`config.mk`:
```
export PLATFORM = sky130hd
export DESIGN_NAME = sensor_text_record_parser
export DESIGN_NICKNAME = d
export VERILOG_FILES = /design/src/strp_pkg.sv /design/src/sensor_text_record_parser.sv
export SDC_FILE = /design/constraint.sdc
export NUM_CORES = 1
export LEC_CHECK = 0
export ABC_AREA = 1
export BUFFER_PORTS_ARGS = -buffer_cell sky130_fd_sc_hd__buf_2
export CORE_MARGIN = 3
export CORE_UTILIZATION = 62
export DETAILED_ROUTE_END_ITERATION = 10
export GPL_TIMING_DRIVEN = 0
export PLACE_DENSITY = 0.86
export SETUP_SLACK_MARGIN = 0.2
export SYNTH_ARGS = -nofsm -noshare
export SYNTH_HDL_FRONTEND = slang
export SYNTH_SLANG_ARGS = --single-unit
export TNS_END_PERCENT = 10
```
`constraint.sdc`:
```
create_clock -name clk -period 8.37 [get_ports clk]
set_clock_uncertainty 0.05 [all_clocks]
set_input_delay 0.4185 -clock clk [delete_from_list [all_inputs] [get_ports clk]]
set_output_delay 0.4185 -clock clk [all_outputs]
set_load 0.01 [all_outputs]
```
`src/strp_pkg.sv`:
```
// Shared types and character constants for the sensor text record parser.
package strp_pkg;

    localparam logic [7:0] CHAR_T     = 8'h74;  // 't'
    localparam logic [7:0] CHAR_P     = 8'h70;  // 'p'
    localparam logic [7:0] CHAR_H     = 8'h68;  // 'h'
    localparam logic [7:0] CHAR_SEMI  = 8'h3B;  // ';'
    localparam logic [7:0] CHAR_COLON = 8'h3A;  // ':'
    localparam logic [7:0] CHAR_MINUS = 8'h2D;  // '-'
    localparam logic [7:0] CHAR_ZERO  = 8'h30;  // '0'

    localparam logic [31:0] TEMP_ROUND = 32'd128;

    localparam logic [1:0] FIELD_TEMP  = 2'd0;
    localparam logic [1:0] FIELD_PRESS = 2'd1;
    localparam logic [1:0] FIELD_HUMID = 2'd2;

    // Parse phases
    localparam logic [1:0] PH_IDLE  = 2'd0;
    localparam logic [1:0] PH_TAG   = 2'd1;
    localparam logic [1:0] PH_SKIP  = 2'd2;
    localparam logic [1:0] PH_VALUE = 2'd3;

    localparam logic [1:0] STATUS_OK = 2'd0;

    typedef struct packed {
        logic [1:0]         status;
        logic signed [23:0] temperature_centi;
        logic signed [31:0] pressure_q8;
        logic signed [31:0] humidity_q10;
    } result_t;

    function automatic logic [7:0] tag_for(input logic [1:0] idx);
        logic [7:0] tag;
        case (idx)
            FIELD_TEMP:  tag = CHAR_T;
            FIELD_PRESS: tag = CHAR_P;
            default:     tag = CHAR_H;
        endcase
        return tag;
    endfunction

endpackage

```
`src/sensor_text_record_parser.sv`:
```
// Top level of the sensor text record parser: byte-wise field parse and result buffer.
//
//  channel  | direction | handshake           | payload
//  ---------+-----------+---------------------+-------------------------------------------
//  input    | in        | in_valid / in_stall | byte_value, first_of_record
//  result   | out       | out_valid/out_stall | status, temperature_centi, pressure_q8,
//           |           |                     | humidity_q10
//
// One byte request is taken every cycle while in_stall is low; the parse state
// (phase, field, accumulator, sign, holds) is updated at the accept edge by one pass of
// combinational logic. A closing byte registers its result in the output or skid entry.
// The result side has an output register plus one skid entry, so a stalled output
// does not block input until the skid entry fills; in_stall is simply "skid full".
// Asynchronous reset (rst_n low) returns the parser to idle waiting for a first byte.
module sensor_text_record_parser
    import strp_pkg::*;
(
    input  logic               clk,
    input  logic               rst_n,
    input  logic               in_valid,
    output logic               in_stall,
    input  logic [7:0]         byte_value,
    input  logic               first_of_record,
    output logic               out_valid,
    input  logic               out_stall,
    output logic [1:0]         status,
    output logic signed [23:0] temperature_centi,
    output logic signed [31:0] pressure_q8,
    output logic signed [31:0] humidity_q10
);

    logic [1:0]  phase_reg, phase_next;
    logic [1:0]  field_reg, field_next;
    logic [31:0] acc_reg, acc_next;
    logic        neg_reg, neg_next;
    logic [23:0] temp_hold_reg, temp_hold_next;
    logic [31:0] press_hold_reg, press_hold_next;

    logic        out_valid_reg, out_valid_next;
    result_t     out_reg, out_next;
    logic        skid_valid_reg, skid_valid_next;
    result_t     skid_reg, skid_next;

    logic        accept;
    logic        emit;
    result_t     res;
    logic [1:0]  ph_eff;
    logic [1:0]  fi_eff;
    logic [31:0] acc_eff;
    logic        neg_eff;
    logic [31:0] value;
    logic [31:0] temp_sum;

    assign accept = in_valid && !in_stall;

    // Signed value of the field and the temperature scale (v*5+128)>>8, arithmetic.
    assign value    = neg_eff ? (32'd0 - acc_eff) : acc_eff;
    assign temp_sum = {value[29:0], 2'b00} + value + TEMP_ROUND;

    always_comb
    begin
        // A flagged byte restarts the parse at the temperature tag.
        ph_eff  = first_of_record ? PH_TAG     : phase_reg;
        fi_eff  = first_of_record ? FIELD_TEMP : field_reg;
        acc_eff = first_of_record ? 32'd0      : acc_reg;
        neg_eff = first_of_record ? 1'b0       : neg_reg;

        phase_next      = ph_eff;
        field_next      = fi_eff;
        acc_next        = acc_eff;
        neg_next        = neg_eff;
        temp_hold_next  = temp_hold_reg;
        press_hold_next = press_hold_reg;
        emit            = 1'b0;
        res             = '0;

        case (ph_eff)
            PH_TAG:
            begin
                if (byte_value != tag_for(fi_eff))
                begin
                    // wrong tag: error status is field + 1, payload zero
                    emit       = 1'b1;
                    res.status = fi_eff + 2'd1;
                    phase_next = PH_IDLE;
                    field_next = FIELD_TEMP;
                end
                else
                begin
                    acc_next   = 32'd0;
                    neg_next   = 1'b0;
                    phase_next = PH_SKIP;
                end
            end
            PH_SKIP:
            begin
                phase_next = PH_VALUE;
            end
            PH_VALUE:
            begin
                if (byte_value == CHAR_COLON)
                begin
                    acc_next = 32'd0;
                    neg_next = 1'b0;
                end
                else if (byte_value == CHAR_MINUS)
                begin
                    acc_next = 32'd0;
                    neg_next = 1'b1;
                end
                else if (byte_value == CHAR_SEMI)
                begin
                    acc_next = 32'd0;
                    neg_next = 1'b0;
                    case (fi_eff)
                        FIELD_TEMP:
                        begin
                            temp_hold_next = temp_sum[31:8];
                            field_next     = FIELD_PRESS;
                            phase_next     = PH_TAG;
                        end
                        FIELD_PRESS:
                        begin
                            press_hold_next = value;
                            field_next      = FIELD_HUMID;
                            phase_next      = PH_TAG;
                        end
                        default:
                        begin
                            emit                  = 1'b1;
                            res.status            = STATUS_OK;
                            res.temperature_centi = temp_hold_reg;
                            res.pressure_q8       = press_hold_reg;
                            res.humidity_q10      = value;
                            field_next            = FIELD_TEMP;
                            phase_next            = PH_IDLE;
                        end
                    endcase
                end
                else
                begin
                    // any other byte counts as a digit, wrapping at 32 bits
                    acc_next = {acc_eff[28:0], 3'b000} + {acc_eff[30:0], 1'b0}
                               + {24'd0, byte_value} - {24'd0, CHAR_ZERO};
                end
            end
            default:
            begin
                // idle: unflagged bytes are dropped
            end
        endcase
    end

    // Output register with one skid entry behind it.
    always_comb
    begin
        out_valid_next  = out_valid_reg;
        out_next        = out_reg;
        skid_valid_next = skid_valid_reg;
        skid_next       = skid_reg;

        if (!out_valid_reg || !out_stall)
        begin
            if (skid_valid_reg)
            begin
                out_valid_next  = 1'b1;
                out_next        = skid_reg;
                skid_valid_next = 1'b0;
            end
            else
            begin
                out_valid_next = accept && emit;
                out_next       = res;
            end
        end
        else if (accept && emit)
        begin
            skid_valid_next = 1'b1;
            skid_next       = res;
        end
    end

    always_ff @(posedge clk or negedge rst_n)
    begin
        if (!rst_n)
        begin
            phase_reg      <= PH_IDLE;
            field_reg      <= FIELD_TEMP;
            acc_reg        <= 32'd0;
            neg_reg        <= 1'b0;
            temp_hold_reg  <= 24'd0;
            press_hold_reg <= 32'd0;
            out_valid_reg  <= 1'b0;
            skid_valid_reg <= 1'b0;
        end
        else
        begin
            if (accept)
            begin
                phase_reg      <= phase_next;
                field_reg      <= field_next;
                acc_reg        <= acc_next;
                neg_reg        <= neg_next;
                temp_hold_reg  <= temp_hold_next;
                press_hold_reg <= press_hold_next;
            end
            out_valid_reg  <= out_valid_next;
            skid_valid_reg <= skid_valid_next;
        end
    end

    always_ff @(posedge clk)
    begin
        out_reg  <= out_next;
        skid_reg <= skid_next;
    end

    assign in_stall          = skid_valid_reg;
    assign out_valid         = out_valid_reg;
    assign status            = out_reg.status;
    assign temperature_centi = out_reg.temperature_centi;
    assign pressure_q8       = out_reg.pressure_q8;
    assign humidity_q10      = out_reg.humidity_q10;

endmodule

```
# [Word level (Yosys, flattened, before mapping)]
# Index checks and enable logic that the tools add are counted.
[word_totals] regBits=275 in_bits=13 out_inout_bits=92 elab_cells=92
[op_classes] addsub=7 eq_ne=8 muxes=46 bitwise_logic=3 n_reduce_logical=12
[ops] op="88-bit two-way mux" count=5
[ops] op="32-bit two-way mux" count=6
[ops] op="90-bit two-way mux" count=1
[ops] op="32-bit adder" count=2
[ops] op="32-bit one-hot mux with 2 select lines" count=1
[ops] op="32-bit by 8-bit adder with 32-bit output" count=1
[ops] op="32-bit by 8-bit adder with 32-bit output, second input constant" count=1
[ops] op="1-bit by 32-bit subtractor with 32-bit output, first input constant" count=1
[ops] op="32-bit by 6-bit subtractor with 32-bit output, second input constant" count=1
[ops] op="8-bit by 6-bit == test with 1-bit output, second input constant" count=3
[ops] op="2-bit two-way mux" count=11
[ops] op="1-bit two-way mux" count=14
[ops] op="2-bit one-hot mux with 2 select lines" count=3
[ops] op="6-bit AND reduction" count=2
[ops] op="5-bit one-hot mux with 2 select lines" count=1
[ops] op="8-bit two-way mux" count=1
[ops] op="8-bit inequality test" count=1
[ops] op="2-bit one-hot mux with 3 select lines" count=1
[ops] op="2-bit by 1-bit == test with 1-bit output, second input constant" count=2
[ops] op="2-bit == test, second input constant" count=2
[ops] op="1-bit one-hot mux with 2 select lines" count=2
[ops] op="1-bit logical NOT" count=3
[ops] op="1-bit inverter" count=3
[ops] op="2-bit by 1-bit adder with 2-bit output, second input constant" count=1
[ops] op="6 further kinds" count=7

# [Logic depth before layout (Yosys ltp)]
[logic_depth] depth_word=11 ltp_mapped=28 depth_no_buf=27

# [Least setup slack after synthesis]
# No wires, ideal clock.
[synth_timing] path_kind="input-to-reg" startpoint="input port out_stall" endpoint="register skid_reg[0] in the netlist's numbering, enable pin" setup_ns=0.540 arrival_ns=6.499 required_time_ns=7.780 setup_slack_ns=1.281 path_stages=2 n_path_buf=0 path_cell_list="nand2_1 > nor2_1"
[synth_between] elab_chain_len=4
[synth_rtl] item="from (decl)" line_no="sensor_text_record_parser.sv:25" text="input logic out_stall,"
[synth_rtl] item="1-bit logical NOT" line_no="sensor_text_record_parser.sv:162" text="if (!out_valid_reg || !out_stall)"
[synth_rtl] item="1-bit logical OR" line_no="sensor_text_record_parser.sv:162"
[synth_rtl] item="1-bit inverter (no line)"
[synth_rtl] item="2-bit AND reduction (no line)"
[synth_rtl] item="to (signal assigned)" line_no="sensor_text_record_parser.sv:215" text="skid_reg <= skid_next;"
[synth_rtl] item="to (decl)" line_no="sensor_text_record_parser.sv:42" text="result_t skid_reg, skid_next;"
# Every way passes these cells.
# A chain may end at the register's enable or synchronous reset.

# [Worst setup path in the final report]
[layout_timing] startpoint="register neg_reg" endpoint="register temp_hold_reg[9]"
[layout_between] elab_chain_len=4
[layout_rtl] item="from (decl)" line_no="sensor_text_record_parser.sv:35" text="logic neg_reg, neg_next;"
[layout_rtl] item="from (signal assigned)" line_no="sensor_text_record_parser.sv:203" text="neg_reg <= neg_next;"
[layout_rtl] item="1-bit two-way mux" line_no="sensor_text_record_parser.sv:66" text="neg_eff = first_of_record ? 1'b0 : neg_reg;"
[layout_rtl] item="32-bit two-way mux" line_no="sensor_text_record_parser.sv:57" text="assign value = neg_eff ? (32'd0 - acc_eff) : acc_eff;"
[layout_rtl] item="net value[6]" line_no="sensor_text_record_parser.sv:51" text="logic [31:0] value;"
[layout_rtl] item="32-bit adder" line_no="sensor_text_record_parser.sv:58" text="assign temp_sum = {value[29:0], 2'b00} + value + TEMP_ROUND;"
[layout_rtl] item="32-bit by 8-bit adder with 32-bit output" line_no="sensor_text_record_parser.sv:58"
[layout_rtl] item="to (signal assigned)" line_no="sensor_text_record_parser.sv:204" text="temp_hold_reg <= temp_hold_next;"
[layout_rtl] item="to (decl)" line_no="sensor_text_record_parser.sv:36" text="logic [23:0] temp_hold_reg, temp_hold_next;"
# The timed path passes the listed nets, and every way through them passes these cells.

==> run summary <==
The flow ran to the end, and the final reports show no timing, DRC or antenna violations. Among the stages of the critical path, the cell type that occurs most often is sky130_fd_sc_hd__nand2_1. The layout cell share with drive strength beyond 1 is 11.2%, and the max-slew violation total from the final report is 0. The count of flip-flops with a built-in enable after synthesis came out at 180.

The first TritonRoute pass finished after 6 iterations. The run gives 27 as the CTS buffer count. Input and output buffers added on the ports amount to 104.

The total DRC errors in the routed layout is 0. The endpoint identified for the worst register-to-register timing path is temp_hold_reg[9]. Worst hold slack across all endpoints: 0.255 ns.

The share of the clock period used by the worst path works out to 54.6%. The register with the most flip-flops in the layout has 90 of them. The sequential share of the synthesized area was 46.0%; the sum of negative setup slack was 0 ns. The path depth of the worst reg2reg path is 17.

The end of the worst hold path was acc_reg[0]. The number of hold buffers added after CTS is 1, and the share of async-settable or async-resettable flops after synthesis is 34.5%. In this run the core area contains 59 standard-cell rows.

The worst IR drop on VDD was 0.154 mV; the number of global-route vias before repair was 14500. The data arrival at the endpoint of the critical path is 4.94 ns, and the transition time at the pin with the least slew margin is 1.32 ns. The detail-routed via count per cell was 5.86. Setup repair after global routing left no endpoint under its margin. The tools report the post-placement setup slack as 3.59 ns. In this run the worst path has a maximum fanout of 10. The tools report the area of all placed cells without fillers as 18800 µm².

The die outline width is 171 µm. Timing would allow up to 219 MHz. The first global-routing pass estimated 75600 µm of wire. In the final routed layout, each cell accounts on average for 19.1 µm.

The largest individual stage delay along the critical path comes from the cell sky130_fd_sc_hd__o21ai_0. Measured against its own limit, the worst slew margin works out to 10.9%. Counting every sink on the clock net gives 275.

For the number of inserted diodes, the log shows 0. The worst register-to-register path begins at neg_reg. For this run the aggregate overflow at the end of global routing stands at 0. The critical path goes through inv_1 -> nor2_2 -> clkbuf_1 -> nand2_1 -> o21ai_0 -> ha_1 -> ha_1 -> a21oi_1 -> o21ai_0 -> a21oi_1 -> inv_1 -> nand2_1 -> nand2_1 -> nand2_1 -> a21oi_1 -> nor2_1 -> nor2_1. For the slack of the worst reg-to-reg path, the log shows 3.80 ns.

After clock tree synthesis, the clock-pin slew on the worst setup and hold paths is 0.07 ns. Type of the worst setup path: reg2reg. The floorplan step defined a core boundary enclosing 26400 µm². The largest stage delay on the critical path was 0.87 ns. The tightest min-delay check is of the in2reg type. Number of endpoints failing setup at the final stage: 0. Counting every instance in the synthesized netlist gives 2030. Counting along the longest clock path gives a buffer depth of 3. The root buffer cell chosen for the clock tree is sky130_fd_sc_hd__clkbuf_16.

The area added between synthesis and finish works out to 11.2%. For the unique cell type count in the Yosys netlist, the log shows 55. STA classifies the critical path startpoint as a flop.

For this run, the number of Yosys warnings is 0. The final hold violation count is 0, and the post-cts sizing count is 0. The tools report the required time at the worst-slack endpoint as 8.74 ns. The leakage dissipation came out at 0.00954 µW.

The half-perimeter wire length after placement was 36900 µm. The logs give 0 for the post-CTS repair timing setup buffer count and 32.8% for the total global-route track usage. The die boundary height came out at 171 µm. Once placement finished, the instance area stood at 18000 µm². The source of the worst hold timing path is byte_value[0]. Final worst-path setup slack: 3.80 ns. For the floorplan die area, the log shows 29300 µm².

STA classifies the critical path endpoint as a flop. For the number of levels in the clock H-tree, the log shows 1. The count of nets after finishing is 2327. The run gives 16900 µm² as the netlist area before placement. In this run the biggest area consumer among cell types represents 31.9% of the synthesized area.

The remaining antenna violation count came out at 0. Sorting the synthesized cells by area gives the leading types as sky130_fd_sc_hd__edfxtp_1 (32%), sky130_fd_sc_hd__dfrtp_1 (14%), sky130_fd_sc_hd__nand2_1 (11%). Power spread over the standard cell area amounts to 221 nW/µm². The initial antenna violation count was 0. Counting instances in the post-synthesis netlist gives the leading cell types as sky130_fd_sc_hd__nand2_1 (482), sky130_fd_sc_hd__inv_1 (276), sky130_fd_sc_hd__nor2_1 (202). Among all flip-flop cells after synthesis, the most frequent one is sky130_fd_sc_hd__edfxtp_1. The tools report the insertion delay to the later sink of the worst-skew pair as 0.54 ns. The flip-flop and latch count after synthesis was 275; the starting density of the core was 64.1%.

During I/O placement, the number of pins put on the boundary was 105. The clock period minus final worst setup slack was 4.57 ns; the maximum number of pins on one net before global-route repair was 68. For this block, the initial DRC count from the detailed router was 1403. For this block, the routed nets add up to 48200 µm of wire. Counting every net in the synthesized netlist gives 2189. The hold-critical path depth is 3.

TritonCTS built the clock tree. For the final RePlAce weighted congestion, the log shows 0.975. The leading area contributor after synthesis was sky130_fd_sc_hd__edfxtp_1. Most used standard cell by instance count after synthesis: sky130_fd_sc_hd__nand2_1. Summing over every cut layer, the via total after detailed routing is 14800.

For the count of max-cap constraint violations, the log shows 0. The synthesized area per cell came out at 8.34 µm².
==> cell families after synthesis <==
kind of cell | synth area share, %
AND/OR/NAND/NOR | 21.1
AO/OA/AOI/OAI | 12.7
buffers and inverters | 7.96
flip-flops | 46.0
adder cells (fa/ha/maj) | 11.0
XOR/XNOR | 0.828
multiplexers | 0.480
==> layout by cell type, fill, tap and decap left out, drive strengths merged, types with 12 or more instances in the layout <==
cell and instances:
dfrtp 95, nand2 512, o21ai 201, a21oi 126, buf 125, nand4 18
clkinv 15, edfxtp 180, nand3b 12, ha 142, nor2 216, a31oi 18
inv 290, nand3 66, nor3 15, clkbuf 71
==> per-layer routing <==
layer | wire length, µm | global-route usage [%] | up-vias
met1 | 19200 | 41.3 | 6907
met2 | 23300 | 57.5 | 719
met3 | 3510 | 4.50 | 150
met5 | 0 | 0 | -
li1 | - | - | 7009
met4 | 2170 | 13.4 | 0
==> power breakdown <==
| group | internal [µW] | leakage [µW] | switching [µW] |
|---|---|---|---|
| Clock | 642 | 0.000414 | 519 |
| Sequential | 1560 | 0.00315 | 50.1 |
| Combinational | 455 | 0.00597 | 943 |
| Total | 2650 | 0.00954 | 1510 |
==> area by class of cell <==
type                            instances  area (µm²)
Buffer                                 56         255
Clock buffer                           32         714
Clock inverter                         17         126
Fill cell                            2002        7600
Inverter                              291        1090
Multi-Input combinational cell       1408        7810
Sequential cell                       275        7780
Tap cell                              335         419
Timing Repair Buffer                  109         628
==> metrics by stage <==
| step | instances | total power (µW) | utilization (%) |
|---|---|---|---|
| finish | 2523 | 4170 | 71.3 |
| CTS | 2523 | 4150 | 71.3 |
| floorplan | 2030 | 2590 | - |
| global route | 2523 | 4390 | 71.3 |
| detailed placement | 2473 | 3000 | 68.0 |
| global placement | 2469 | 2950 | 67.6 |
==> how the worst max path moves through the flow <==
stage	slack, ns	from	cells past startpoint	to
6_report	3.80	neg_reg	17	temp_hold_reg[9]
5_1_grt	3.56	neg_reg	17	temp_hold_reg[16]
4_1_cts	3.94	neg_reg	17	temp_hold_reg[9]
3_5_place_dp	3.59	first_of_record	26	temp_hold_reg[23]
3_3_place_gp	-1.10	out_stall	3	skid_reg[74]
2_1_floorplan	1.28	out_stall	2	skid_reg[0]
==> critical path: cells and delay by family, from the launching register on <==
kind	cells	cell delay, ns
simple gates	7	1.11
flops	1	0.34
compound gates	5	1.59
buf+inv	3	0.64
fa+ha+maj	2	0.72
Power figures use the tool's default switching activity.
